### src/rtl/base64_stream_encoder_assert.svh
// Assertion macros for the Base64 stream encoder.
// Used by the top level only; relies on signals named clock and reset there.
`ifndef BASE64_STREAM_ENCODER_ASSERT_SVH
`define BASE64_STREAM_ENCODER_ASSERT_SVH

// Condition in this cycle implies a consequence in the same cycle.
`define B64SE_ASSERT_SAME(label, pre, post, msg) \
   label: assert property (@(posedge clock) disable iff (reset) (pre) |-> (post)) \
      else $error(msg);

// Condition in this cycle implies a consequence in the next cycle.
`define B64SE_ASSERT_NEXT(label, pre, post, msg) \
   label: assert property (@(posedge clock) disable iff (reset) (pre) |=> (post)) \
      else $error(msg);

`endif

### src/rtl/b64se_pkg.sv
// Shared types, constants and the alphabet function of the Base64 stream encoder.
// No dependencies; imported by every module of the block.
`default_nettype none

package b64se_pkg;

   // Input bytes per output line before CR LF is inserted.
   localparam int BYTES_PER_LINE = 57;
   localparam logic [5:0] LINE_LIMIT = 6'(BYTES_PER_LINE);

   // Special characters.
   localparam logic [7:0] CHAR_PAD = 8'h3D;
   localparam logic [7:0] CHAR_CR  = 8'h0D;
   localparam logic [7:0] CHAR_LF  = 8'h0A;

   // Position of a byte within its three-byte group.
   localparam logic [1:0] POS_FIRST  = 2'd0;
   localparam logic [1:0] POS_SECOND = 2'd1;
   localparam logic [1:0] POS_THIRD  = 2'd2;

   // Characters produced by one input byte, first character in slot 0.
   typedef struct packed {
      logic [3:0][7:0] chars;
      logic [2:0]      count;
      logic            last;
   } burst_type;

   // Maps a six-bit value onto the standard Base64 alphabet.
   function automatic logic [7:0] sextet_char(input logic [5:0] v);
      logic [7:0] w;
      logic [7:0] r;
      w = {2'b00, v};
      case (v) inside
         [6'd0:6'd25]:  r = w + 8'd65;
         [6'd26:6'd51]: r = w + 8'd71;
         [6'd52:6'd61]: r = w - 8'd4;
         6'd62:         r = 8'h2B;
         default:       r = 8'h2F;
      endcase
      return r;
   endfunction

endpackage

`default_nettype wire

### src/rtl/base64_stream_encoder.sv
// Base64 stream encoder with CR LF after every 57 input bytes and '=' padding of the
// final group. Each accepted byte yields one to four characters, which leave on the
// one-character result port at one per beat while rsp_stall is low; the burst register
// in front of the result port takes the next byte in the cycle in which the previous
// burst's final character is delivered, or whenever it is empty.
// Depends on b64se_pkg, b64se_core, b64se_burst_buf and the assertion header.
`default_nettype none
`include "base64_stream_encoder_assert.svh"

module base64_stream_encoder
   import b64se_pkg::*;
(
   input  wire logic       clock,
   input  wire logic       reset,
   input  wire logic       req_valid,
   output logic            req_stall,
   input  wire logic [7:0] req_data_byte,
   input  wire logic       req_last_byte,
   output logic            rsp_valid,
   input  wire logic       rsp_stall,
   output logic [7:0]      rsp_out_char,
   output logic            rsp_last_char
);

   logic      req_accept;
   logic      buf_ready;
   burst_type burst;

   assign req_stall  = !buf_ready;
   assign req_accept = req_valid && buf_ready;

   // Encoding core: computes the burst for the current beat.
   b64se_core u_core (
      .clock     (clock),
      .reset     (reset),
      .accept    (req_accept),
      .data_byte (req_data_byte),
      .last_byte (req_last_byte),
      .burst     (burst)
   );

   // Burst register feeding the result port.
   b64se_burst_buf u_buf (
      .clock         (clock),
      .reset         (reset),
      .load          (req_accept),
      .burst_in      (burst),
      .ready         (buf_ready),
      .rsp_valid     (rsp_valid),
      .rsp_stall     (rsp_stall),
      .rsp_out_char  (rsp_out_char),
      .rsp_last_char (rsp_last_char)
   );

   // Every accepted byte produces at least one character in the next cycle.
   `B64SE_ASSERT_NEXT(a_accept_gives_rsp, req_accept, rsp_valid, "accepted byte gave no character")

   // A byte is never taken while a held character is stalled.
   `B64SE_ASSERT_SAME(a_no_accept_over_stall, req_accept, !rsp_valid || !rsp_stall, "byte accepted over a stalled character")

   // A final byte always yields more than one character, so its first is not last.
   `B64SE_ASSERT_NEXT(a_final_burst_long, req_accept && req_last_byte, !rsp_last_char, "final burst too short")

endmodule

`default_nettype wire

### src/rtl/b64se_core.sv
// Encoding core: group and line state, and the characters caused by one byte.
// Depends on b64se_pkg.
`default_nettype none

module b64se_core
   import b64se_pkg::*;
(
   input  wire logic       clock,
   input  wire logic       reset,
   input  wire logic       accept,
   input  wire logic [7:0] data_byte,
   input  wire logic       last_byte,
   output burst_type       burst
);

   logic [7:0] held_byte_ff, held_byte_in;
   logic [1:0] group_pos_ff, group_pos_in;
   logic [5:0] line_count_ff, line_count_in;
   logic [5:0] line_count_inc;

   assign line_count_inc = line_count_ff + 6'd1;

   // Characters of the current byte and the state it leaves behind.
   always_comb begin
      burst.chars   = '0;
      burst.count   = 3'd1;
      burst.last    = last_byte;
      held_byte_in  = held_byte_ff;
      group_pos_in  = group_pos_ff;
      line_count_in = line_count_ff;
      case (group_pos_ff)
         POS_SECOND: begin
            burst.chars[0] = sextet_char({held_byte_ff[1:0], data_byte[7:4]});
            if (last_byte) begin
               burst.chars[1] = sextet_char({data_byte[3:0], 2'b00});
               burst.chars[2] = CHAR_PAD;
               burst.count    = 3'd3;
            end else begin
               held_byte_in  = data_byte;
               group_pos_in  = POS_THIRD;
               line_count_in = line_count_inc;
            end
         end
         POS_THIRD: begin
            burst.chars[0] = sextet_char({held_byte_ff[3:0], data_byte[7:6]});
            burst.chars[1] = sextet_char(data_byte[5:0]);
            burst.count    = 3'd2;
            line_count_in  = line_count_inc;
            if (line_count_inc >= LINE_LIMIT) begin
               burst.chars[2] = CHAR_CR;
               burst.chars[3] = CHAR_LF;
               burst.count    = 3'd4;
               line_count_in  = '0;
            end
            held_byte_in = '0;
            group_pos_in = POS_FIRST;
         end
         default: begin
            burst.chars[0] = sextet_char(data_byte[7:2]);
            if (last_byte) begin
               burst.chars[1] = sextet_char({data_byte[1:0], 4'b0000});
               burst.chars[2] = CHAR_PAD;
               burst.chars[3] = CHAR_PAD;
               burst.count    = 3'd4;
            end else begin
               held_byte_in  = data_byte;
               group_pos_in  = POS_SECOND;
               line_count_in = line_count_inc;
            end
         end
      endcase
      // The final byte returns the encoder to the start of a fresh line.
      if (last_byte) begin
         held_byte_in  = '0;
         group_pos_in  = POS_FIRST;
         line_count_in = '0;
      end
   end

   // State advances only when a beat is accepted.
   always_ff @(posedge clock) begin
      if (reset) begin
         held_byte_ff  <= '0;
         group_pos_ff  <= POS_FIRST;
         line_count_ff <= '0;
      end else if (accept) begin
         held_byte_ff  <= held_byte_in;
         group_pos_ff  <= group_pos_in;
         line_count_ff <= line_count_in;
      end
   end

endmodule

`default_nettype wire

### src/rtl/b64se_burst_buf.sv
// Result register: holds one burst of up to four characters and emits one per beat while not stalled.
// Depends on b64se_pkg.
`default_nettype none

module b64se_burst_buf
   import b64se_pkg::*;
(
   input  wire logic       clock,
   input  wire logic       reset,
   input  wire logic       load,
   input  wire burst_type  burst_in,
   output logic            ready,
   output logic            rsp_valid,
   input  wire logic       rsp_stall,
   output logic [7:0]      rsp_out_char,
   output logic            rsp_last_char
);

   logic [3:0][7:0] chars_ff, chars_in;
   logic [2:0]      remain_ff, remain_in;
   logic [1:0]      index_ff, index_in;
   logic            last_ff, last_in;
   logic            taken;

   assign rsp_valid     = (remain_ff != 3'd0);
   assign taken         = rsp_valid && !rsp_stall;
   assign rsp_out_char  = chars_ff[index_ff];
   assign rsp_last_char = last_ff && (remain_ff == 3'd1);

   // A new burst may enter once the buffer is empty or its final beat leaves.
   assign ready = (remain_ff == 3'd0) || ((remain_ff == 3'd1) && taken);

   // Advance through the burst, or load the next one.
   always_comb begin
      chars_in  = chars_ff;
      remain_in = remain_ff;
      index_in  = index_ff;
      last_in   = last_ff;
      if (taken) begin
         remain_in = remain_ff - 3'd1;
         index_in  = index_ff + 2'd1;
      end
      if (load) begin
         chars_in  = burst_in.chars;
         remain_in = burst_in.count;
         index_in  = '0;
         last_in   = burst_in.last;
      end
   end

   always_ff @(posedge clock) begin
      if (reset) begin
         remain_ff <= '0;
         index_ff  <= '0;
         last_ff   <= 1'b0;
      end else begin
         remain_ff <= remain_in;
         index_ff  <= index_in;
         last_ff   <= last_in;
      end
   end

   always_ff @(posedge clock) begin
      chars_ff <= chars_in;
   end

endmodule

`default_nettype wire

### config.mk
export PLATFORM = sky130hd
export DESIGN_NAME = base64_stream_encoder
export DESIGN_NICKNAME = d
export VERILOG_FILES = /design/src/rtl/b64se_pkg.sv /design/src/rtl/base64_stream_encoder.sv /design/src/rtl/b64se_core.sv /design/src/rtl/b64se_burst_buf.sv
export VERILOG_INCLUDE_DIRS = /design/src /design/src/rtl
export SDC_FILE = /design/constraint.sdc
export NUM_CORES = 1
export LEC_CHECK = 0
export BUFFER_PORTS_ARGS = -buffer_cell sky130_fd_sc_hd__buf_2
export CAP_MARGIN = 20
export CORE_AREA = 2 2 83 93
export DETAILED_ROUTE_END_ITERATION = 8
export DIE_AREA = 0 0 85 95
export PLACE_DENSITY_LB_ADDON = 0.25
export SLEW_MARGIN = 10
export SYNTH_ARGS = -nofsm -noshare
export SYNTH_HDL_FRONTEND = slang
export SYNTH_SLANG_ARGS = --single-unit
### constraint.sdc
create_clock -name clock -period 5.4 [get_ports clock]
set_clock_uncertainty 0.1 [all_clocks]
set_input_delay 0.27 -clock clock [delete_from_list [all_inputs] [get_ports clock]]
set_output_delay 0.27 -clock clock [all_outputs]
set_load 0.02 [all_outputs]
==> results of run 1 <==
-- critical path, stage by stage, from the launching register on --
cell and delay (ns):
dfxtp_1 0.73, ha_1 0.50, inv_1 0.12, a211oi_1 0.52
nor2_2 0.22, o311a_1 0.39, a21oi_1 0.27, o211ai_1 0.17
-- placed cells by master, fill, tap and decap left out, types with 20 or more instances in the layout --
cell,Yosys,layout
a21oi_1,32,32
buf_2,10,23
edfxtp_1,21,21
ha_1,31,31
inv_1,29,29
nand2_1,46,46
nand3_1,21,21
nor2_1,45,45
o21ai_0,28,28
xnor2_1,20,20
-- state kept, by name, summed over array words and instances, names as in the netlist --
register and cells:
u_buf.chars_ff 21, u_buf.index_ff 2, u_buf.last_ff 1, u_buf.remain_ff 3
u_core.group_pos_ff 2, u_core.held_byte_ff 4, u_core.line_count_ff 6
-- stage by stage --
stage                     setup WS, ns  util (%)  area (sq um)  instances  power [mW]
after floorplan                   2.53         -          4180        525       0.913
after global placement            2.18      59.0          4260        602        1.07
after detailed placement          2.17      59.0          4260        602        1.08
after CTS                         2.16      60.5          4370        610        1.32
after global routing              1.87      61.0          4410        612        1.42
final                             2.07      61.0          4410        612        1.35
-- worst min path at each step --
| stage | from | endpoint | slack (ns) |
|---|---|---|---|
| detailed placement | u_buf.last_ff | u_buf.last_ff | 0.35 |
| global placement | u_buf.last_ff | u_buf.last_ff | 0.35 |
| global route | reset | u_buf.remain_ff[2] | 0.23 |
| finish | reset | u_buf.remain_ff[2] | 0.21 |
| CTS | reset | u_buf.remain_ff[2] | 0.21 |
| floorplan | u_buf.last_ff | u_buf.last_ff | 0.34 |
-- power by group --
part	internal (mW)	total [mW]	switching, mW	leakage [nW]
logic	0.240	0.619	0.378	1.18
clock network	0.138	0.249	0.111	0.0581
registers	0.412	0.482	0.0701	0.347
total	0.790	1.35	0.560	1.59
-- synthesized netlist by cell type (6+ instances only) --
library cell   n
nand2_1       46
nor2_1        45
a21oi_1       32
ha_1          31
inv_1         29
o21ai_0       28
edfxtp_1      21
nand3_1       21
xnor2_1       20
clkbuf_1      19
dfxtp_1       18
nor3_1        15
a31oi_1       10
buf_2         10
mux2i_1        9
nand2b_1       9
a21o_1         8
and3_1         8
nor2b_1        8
o21a_1         8
or3_1          7
a211oi_1       6
and2_1         6
-- area by class of cell --
| cell class | count | area, sq um | area share, % |
|---|---|---|---|
| sequential | 39 | 991 | 22.5 |
| clock inverter | 3 | 43.8 | 0.993 |
| inverter | 30 | 113 | 2.55 |
| multi-input combinational | 423 | 2930 | 66.5 |
| tap | 87 | 109 | 2.47 |
| timing repair buffer | 25 | 150 | 3.41 |
| clock buffer | 5 | 68.8 | 1.56 |
-- routing by layer --
layer | global-route usage, % | wire length [microns] | vias up
met5 | 0 | 0 | -
met4 | 9.39 | 294 | 0
met3 | 3.06 | 799 | 24
met2 | 51.2 | 5870 | 190
met1 | 39.9 | 5230 | 1982
li1 | - | - | 1949
-- kinds of logic after synthesis --
| family | count (synthesis) | share of synthesized area (%) |
|---|---|---|
| AO/OA/AOI/OAI | 158 | 27.2 |
| XOR/XNOR | 24 | 5.03 |
| adder cells (fa/ha/maj) | 31 | 9.28 |
| buffers and inverters | 63 | 6.13 |
| flip-flops | 39 | 23.7 |
| multiplexers | 15 | 5.12 |
| AND/OR/NAND/NOR | 195 | 23.5 |
==> key figures, run 1 <==
Synthesis
  • Sequential area share after synthesis: 23.7%
  • Top cell type's share of synthesized area: 15.1%
  • Ys flop type: edfxtp_1
  • Mean Syn Cell Area: 7.96 sq um
  • EDFF count, synth: 21
  • Post-Syn Instances: 525
  • Synth cell types: 73
  • Synth async-reset ratio: 0%
  • Synthesized area: 4180 sq um
  • Cell taking the most area after synthesis: edfxtp_1
  • Register bit total from synthesis: 39
  • Synth area leaders: edfxtp_1, ha_1, dfxtp_1
  • Post-Syn Nets: 569
  • Yosys Warn Count: 0

Worst hold path
  • Tightest Hold Check Type: in -> reg
  • Worst hold path depth: 2

Worst setup path
  • Crit Path Category: reg -> reg
  • Reg-to-reg startpoint: u_core.held_byte_ff[1]
  • Critical Path RT: 5.31 ns
  • Worst setup path startpoint: u_core.held_byte_ff[1]
  • Worst Reg2Reg Path Length in Cells: 7
  • R2R Path End: u_buf.chars_ff[5]
  • CP Max Fanout: 13
  • CP arrival: 3.24 ns
  • Reg2Reg Setup Slack: 2.07 ns
  • Worst setup EP type: register
  • Startpoint types: register
  • Worst setup endpoint: u_buf.chars_ff[5]

Routing
  • DR vias: 4145
  • Drt pass-1 iters: 5
  • Routed WL: 12200 microns
  • Vias per cell: 6.77
  • Post-route ant nets: 0
  • Starting DRT DRC Count: 389
  • # DRC: 0
  • WL per Instance: 19.9 microns

Floorplan
  • Die height: 95 microns
  • Starting Density: 57.9%
  • CORE AREA: 7230 sq um
  • Die Wd: 85 microns
  • Die area: 8080 sq um
  • Num rows: 33
  • # IOs: 24

Clock tree
  • TritonCTS buffer count: 5
  • CTS tree: built
  • Root buf cell: clkbuf_8
  • Clock sink count: 39
  • H-tree depth: 2
  • Post-CTS setup buffer count: 0
  • CTS max path bufs: 2
  • Post-CTS Hold Buffers: 0
  • Clock latency on the worst-skew pair: 0.30 ns
  • Reg clk slew, reported paths: 0.09 ns
  • # resized after CTS: 0

Global route
  • Initial antenna violation count: 0
  • Gr ovfl total: 0
  • Largest net degree at the start of global routing: 34
  • First-pass GRT wire length: 19300 microns
  • Vias in the first global route: 3669
  • Total Routing Usage GR: 30.0%

Run status
  • Status: completed

STA
  • Endpoints failing setup: 0
  • Final Slew Violations: 0
  • Max frequency: 0.301 GHz
  • Final hold vios: 0
  • Fin crit period: 3.33 ns
  • RSZ-0062 raised after global routing: no
  • Setup_tns: 0 ns
  • Worst slew pin tran: 0.875 ns
  • Hold WS: 0.209 ns
  • Slew HR: 41.6%
  • Fin crit share: 61.6%

Finish
  • Layout cells sized above 1: 10.7%
  • Layout area overhead: 5.45%
  • Layout fillers: 635
  • Ant diodes: 0
  • Nets: 568

Run
  • Max-cap check violation count: 0

Place
  • PortBufs: 23
  • DP Wirelength: 8990 microns
  • Gp weighted congestion: 0.967

Power
  • P_leak: 1.59 nW
  • Power Density: 306 nW/um^2
  • Peak VDD IR: 350 uV
(Power assumes the default switching activity.)
==> inputs of run 2 (changes only) <==
- CORE_AREA: 2 2 83 93 -> 2 2 85 95
- DIE_AREA: 0 0 85 95 -> 0 0 87 97
- clock period: 5.4 -> 2.7 ns (I/O delays scaled with it)
==> key figures, run 2 (synthesis results as in run 1) <==
Power
  • Total power: 2.74 mW (+100%)
  • Psw: 1.13 mW (+100%)
  • Int Pwr: 1.60 mW (+100%)
  • Clock share of power: 16.9% (-1.6 points)
  • Reg power frac: 34.8% (-0.9 points)
  • Switching Share: 41.4% (-0.11 points)
  • Power Density: 566 nW/um^2 (+85%)
  • P_leak: 1.87 nW (+18%)
  • Combinational share of power: 48.3% (+2.5 points)
  • Peak VDD IR: 223 uV (-36%)

Clock tree
  • Clock latency on the worst-skew pair: 0.30 ns (about the same)
  • H-tree depth: 2 (unchanged)
  • Post-CTS setup buffer count: 0 (unchanged)
  • CTS max path bufs: 2 (unchanged)
  • Reg clk slew, reported paths: 0.09 ns (about the same)
  • CTS tree: built
  • TritonCTS buffer count: 5 (unchanged)
  • Clock sink count: 39 (unchanged)
  • Post-CTS Hold Buffers: 0 (unchanged)
  • Root buf cell: clkbuf_8
  • # resized after CTS: 0 (unchanged)

Finish
  • Largest regs: u_buf.chars_ff (21), u_core.line_count_ff (6), u_core.held_byte_ff (4)
  • Layout cells sized above 1: 19.9% (+9.2 points)
  • Ant diodes: 0 (unchanged)
  • Nets: 627 (+10%)
  • Post-layout util: 65.4% (+4.4 points)
  • Layout area overhead: 15.6%
  • Biggest register: u_buf.chars_ff
  • Most frequent cells in the layout: buf_4, nand2_1, nor2_1
  • Max FFs per register: 21 (unchanged)
  • Commonest non-fill, non-tap cell in the layout: buf_4

Routing
  • Vias per cell: 6.48 (-4.3%)
  • Starting DRT DRC Count: 352 (-9.5%)
  • Drt pass-1 iters: 5 (unchanged)
  • Post-route ant nets: 0 (unchanged)
  • Routed WL: 12700 microns (+4.1%)
  • # DRC: 0 (unchanged)
  • DR vias: 4350 (+4.9%)
  • WL per Instance: 18.9 microns (-5.1%)

Worst hold path
  • Worst hold path depth: 2 (unchanged)
  • Hold Path Sink: u_buf.remain_ff[1]
  • HP Start: reset
  • Tightest Hold Check Type: in -> reg

Place
  • DP Wirelength: 10100 microns (+12%)
  • PortBufs: 23 (unchanged)
  • Gp weighted congestion: 1.00 (+3.4%)

Global route
  • First-pass GRT wire length: 20600 microns (+6.7%)
  • Largest net degree at the start of global routing: 22 (-35%)
  • GR Layer Usage met3: 4.35% (+1.3 points)
  • Initial antenna violation count: 1 (+1)
  • Grt met2 use: 51.7% (+0.44 points)
  • Met1 usage: 39.4% (-0.48 points)
  • Global route hottest layer: met2
  • Total Routing Usage GR: 30.7% (+0.69 points)
  • Gr ovfl total: 0 (unchanged)
  • Vias in the first global route: 4135 (+13%)

STA
  • Hold WS: 0.0717 ns (-0.138 ns)
  • Fin crit period: 2.56 ns (-0.762 ns)
  • Final Slew Violations: 0 (unchanged)
  • Setup_tns: 0 ns (unchanged)
  • Max frequency: 0.390 GHz (+30%)
  • Slew HR: 45.1% (+3.5 points)
  • Endpoints failing setup: 0 (unchanged)
  • Final hold vios: 0 (unchanged)
  • RSZ-0062 raised after global routing: no
  • Fin crit share: 95.0% (+33 points)
  • Worst slew pin tran: 0.824 ns (-0.0518 ns)

Floorplan
  • Die area: 8440 sq um (+4.5%)
  • Num rows: 33 (unchanged)
  • # IOs: 24 (unchanged)
  • Die height: 97 microns (+2.1%)
  • CORE AREA: 7390 sq um (+2.3%)
  • Starting Density: 56.6% (-1.3 points)
  • Die Wd: 87 microns (+2.4%)

Run status
  • Status: completed

Worst setup path
  • Worst Reg2Reg Path Length in Cells: 7 (unchanged)
  • Startpoint types: register
  • Critical Path RT: 2.64 ns (-2.67 ns)
  • Reg2Reg Setup Slack: 0.14 ns (-1.94 ns)
  • R2R Path End: u_buf.chars_ff[0]
  • Crit Path Category: reg -> reg
  • CP arrival: 2.50 ns (-0.74 ns)
  • Worst setup path startpoint: u_core.held_byte_ff[0]
  • CP Max Fanout: 10 (-3)
  • Reg-to-reg startpoint: u_core.held_byte_ff[0]
  • Worst setup EP type: register

Run
  • Max-cap check violation count: 0 (unchanged)
-- run 2: metal layers --
| layer | vias to the layer above | wire length, microns |
|---|---|---|
| met5 | - | 13 |
| li1 | 2062 | - |
| met4 | 2 | 320 |
| met3 | 35 | 752 |
| met2 | 190 | 6280 |
| met1 | 2061 | 5320 |
-- run 2: through the flow --
step	instances	cell area [sq um]	setup WS [ns]
5_1_grt	671	4830	0.0533
6_report	671	4830	0.136
3_3_place_gp	663	4720	0.0972
2_1_floorplan	525	4190	0.129
4_1_cts	671	4830	0.188
3_5_place_dp	663	4720	0.0986
-- run 2: worst max path at each step --
stage / endpoint / slack, ns / depth (start not counted)
floorplan: u_buf.chars_ff[0] / 0.13 / 10
global placement: u_buf.chars_ff[4] / 0.1 / 9
detailed placement: u_buf.chars_ff[4] / 0.1 / 9
CTS: u_buf.chars_ff[0] / 0.19 / 7
global route: u_buf.chars_ff[0] / 0.05 / 8
finish: u_buf.chars_ff[0] / 0.14 / 7
-- run 2: power groups by stage --
stage	Combinational, mW	Sequential [mW]	Clock [mW]
detailed placement	1.30	0.963	0
finish	1.32	0.951	0.463
floorplan	0.942	0.885	0
CTS	1.31	0.949	0.462
global route	1.43	0.967	0.491
global placement	1.27	0.956	0
-- run 2: cell type report --
type	instances	area, sq um
inverter	30	113
fill	639	2560
multi-input combinational	423	2940
clock buffer	6	93.8
clock inverter	2	13.8
tap	87	109
timing repair buffer	84	573
sequential	39	991
-- run 2: worst max-delay path, cell delays in order, from the launching register on --
cell and delay (ns):
dfxtp_1 0.38, buf_4 0.22, ha_1 0.29, o21ai_0 0.19, a21o_1 0.28, or4_1 0.53, o211ai_1 0.17, a22oi_1 0.13
==> inputs of run 3 (changes only) <==
- HOLD_SLACK_MARGIN: not set -> 0.15
==> key figures, run 3 (synthesis results as in run 1) <==
Floorplan
  • CORE AREA: 7390 sq um (unchanged)
  • Die Wd: 87 microns (unchanged)
  • Die height: 97 microns (unchanged)
  • Starting Density: 56.6% (unchanged)
  • Num rows: 33 (unchanged)
  • Die area: 8440 sq um (unchanged)
  • # IOs: 24 (unchanged)

Power
  • Peak VDD IR: 223 uV (-0.29%)
  • Total power: 2.74 mW (+0.19%)
  • P_leak: 1.89 nW (+1.1%)
  • Power Density: 562 nW/um^2 (-0.84%)

Finish
  • Max FFs per register: 21 (unchanged)
  • Ant diodes: 0 (unchanged)
  • Nets: 632 (+0.80%)
  • Commonest non-fill, non-tap cell in the layout: buf_4
  • Largest regs: u_buf.chars_ff (21), u_core.line_count_ff (6), u_core.held_byte_ff (4)
  • Biggest register: u_buf.chars_ff
  • Layout area overhead: 16.8%
  • Final Instance Area: 4880 sq um (+1.0%)
  • Most frequent cells in the layout: buf_4, nand2_1, nor2_1
  • Layout cells sized above 1: 19.7% (-0.17 points)

Clock tree
  • TritonCTS buffer count: 5 (unchanged)
  • Root buf cell: clkbuf_8
  • CTS max path bufs: 2 (unchanged)
  • Clock sink count: 39 (unchanged)
  • Reg clk slew, reported paths: 0.09 ns (about the same)
  • CTS tree: built
  • Clock latency on the worst-skew pair: 0.30 ns (about the same)
  • H-tree depth: 2 (unchanged)

Routing
  • # DRC: 0 (unchanged)
  • Post-route ant nets: 0 (unchanged)
  • Vias per cell: 6.56 (+1.1%)
  • Starting DRT DRC Count: 304 (-14%)
  • Routed WL: 12900 microns (+1.4%)
  • WL per Instance: 19.0 microns (+0.65%)
  • Drt pass-1 iters: 5 (unchanged)
  • DR vias: 4432 (+1.9%)

STA
  • Final Slew Violations: 0 (unchanged)
  • RSZ-0062 raised after global routing: no
  • Worst slew pin tran: 0.832 ns (+0.00830 ns)
  • Max frequency: 0.391 GHz (+0.32%)
  • Final WS setup: 0.144 ns (+0.00815 ns)
  • Setup_tns: 0 ns (unchanged)
  • Fin crit share: 94.7% (-0.30 points)
  • Fin crit period: 2.56 ns (-0.00815 ns)
  • Slew HR: 44.5% (-0.55 points)
  • Hold WS: 0.244 ns (+0.172 ns)
  • Endpoints failing setup: 0 (unchanged)
  • Final hold vios: 0 (unchanged)

Worst setup path
  • CP Max Fanout: 10 (unchanged)
  • R2R Path End: u_buf.chars_ff[0]
  • Critical path depth: 7 (unchanged)
  • Critical Path RT: 2.63 ns (about the same)
  • CP arrival: 2.49 ns (about the same)
  • Reg-to-reg startpoint: u_core.held_byte_ff[0]
  • Worst Reg2Reg Path Length in Cells: 7 (unchanged)
  • Startpoint types: register
  • Worst setup path startpoint: u_core.held_byte_ff[0]
  • CP delay by family, top: compound AO/OA/AOI/OAI gates
  • Largest stage delay, worst path: 0.52 ns (about the same)
  • Slowest-stage cell, CP: or4_1
  • Worst setup endpoint: u_buf.chars_ff[0]
  • Worst path buffer plus inverter count: 1 (unchanged)
  • Reg2Reg Setup Slack: 0.14 ns (about the same)
  • Worst setup EP type: register
  • CP Cell Sequence: buf_4 > ha_1 > o21ai_0 > a21o_1 > or4_1 > o211ai_1 > a22oi_1
  • Crit Path Category: reg -> reg

Global route
  • Total Routing Usage GR: 31.0% (+0.37 points)
  • Vias in the first global route: 4191 (+1.4%)
  • Initial antenna violation count: 1 (unchanged)
  • First-pass GRT wire length: 20800 microns (+1.2%)
  • Gr ovfl total: 0 (unchanged)
  • Largest net degree at the start of global routing: 22 (unchanged)

Place
  • PortBufs: 23 (unchanged)
  • Gp weighted congestion: 1.00 (unchanged)
  • Placed Area: 4720 sq um (unchanged)
  • Dpl ws: 0.0986 ns (unchanged)
  • DP Wirelength: 10100 microns (unchanged)

Worst hold path
  • Tightest Hold Check Type: in -> reg

Run
  • Max-cap check violation count: 0 (unchanged)

Run status
  • Status: completed
run 3: cell count changes in the layout (fill, tap and decap cells not counted):
cell,before,now
dlygate4sd3_1,0,5
run 3: area by class of cell:
| class | count | area [sq um] |
|---|---|---|
| repair buffers | 89 | 623 |
| well taps | 87 | 109 |
| fillers | 636 | 2510 |
| flip-flops and latches | 39 | 991 |
| inverters | 30 | 113 |
| clock buffers | 6 | 93.8 |
| clock inverters | 2 | 13.8 |
| multi-input cells | 423 | 2940 |
run 3: layer usage:
layer / GRT usage (%) / vias up / share of wire, %
met5: 0 / - / 0.10
met4: 10.9 / 2 / 2.8
met3: 4.52 / 41 / 7.1
met2: 52.3 / 200 / 50
met1: 39.7 / 2123 / 40
li1: - / 2066 / -
run 3: stage by stage:
step                      utilization, %  instances
after global routing                66.1        676
after floorplan                        -        525
after global placement              63.9        663
after detailed placement            63.9        663
after CTS                           66.1        676
final                               66.1        676
run 3: worst reg2reg max path, delay by kind of cell, from the launching register on:
family	cells	cell delay, ns
buffers and inverters	1	0.22
adder cells (fa/ha/maj)	1	0.29
AO/OA/AOI/OAI	4	0.77
flip-flops	1	0.38
AND/OR/NAND/NOR	1	0.53
run 3: power breakdown:
group | switching, mW | total, mW | internal [mW]
clock network | 0.222 | 0.460 | 0.238
logic | 0.788 | 1.33 | 0.546
registers | 0.123 | 0.947 | 0.825
total | 1.13 | 2.74 | 1.61
run 3: worst min-delay path by stage:
stage,start,to,slack (ns),cells past startpoint
after floorplan,reset,u_core.line_count_ff[0],0.23,3
after global placement,u_buf.last_ff,u_buf.last_ff,0.35,2
after detailed placement,u_buf.last_ff,u_buf.last_ff,0.35,2
after CTS,req_data_byte[2],u_core.held_byte_ff[2],0.23,4
after global routing,req_data_byte[1],u_core.held_byte_ff[1],0.24,4
final,req_data_byte[0],u_core.held_byte_ff[0],0.24,4
run 3: timing repair:
item                                   in CTS  in global routing
setup endpoints to repair                   0                  1
resized for setup                           0                  1
buffers inserted                            0                  0
hold buffers                                5                  0
endpoints found under the hold margin       9                  0
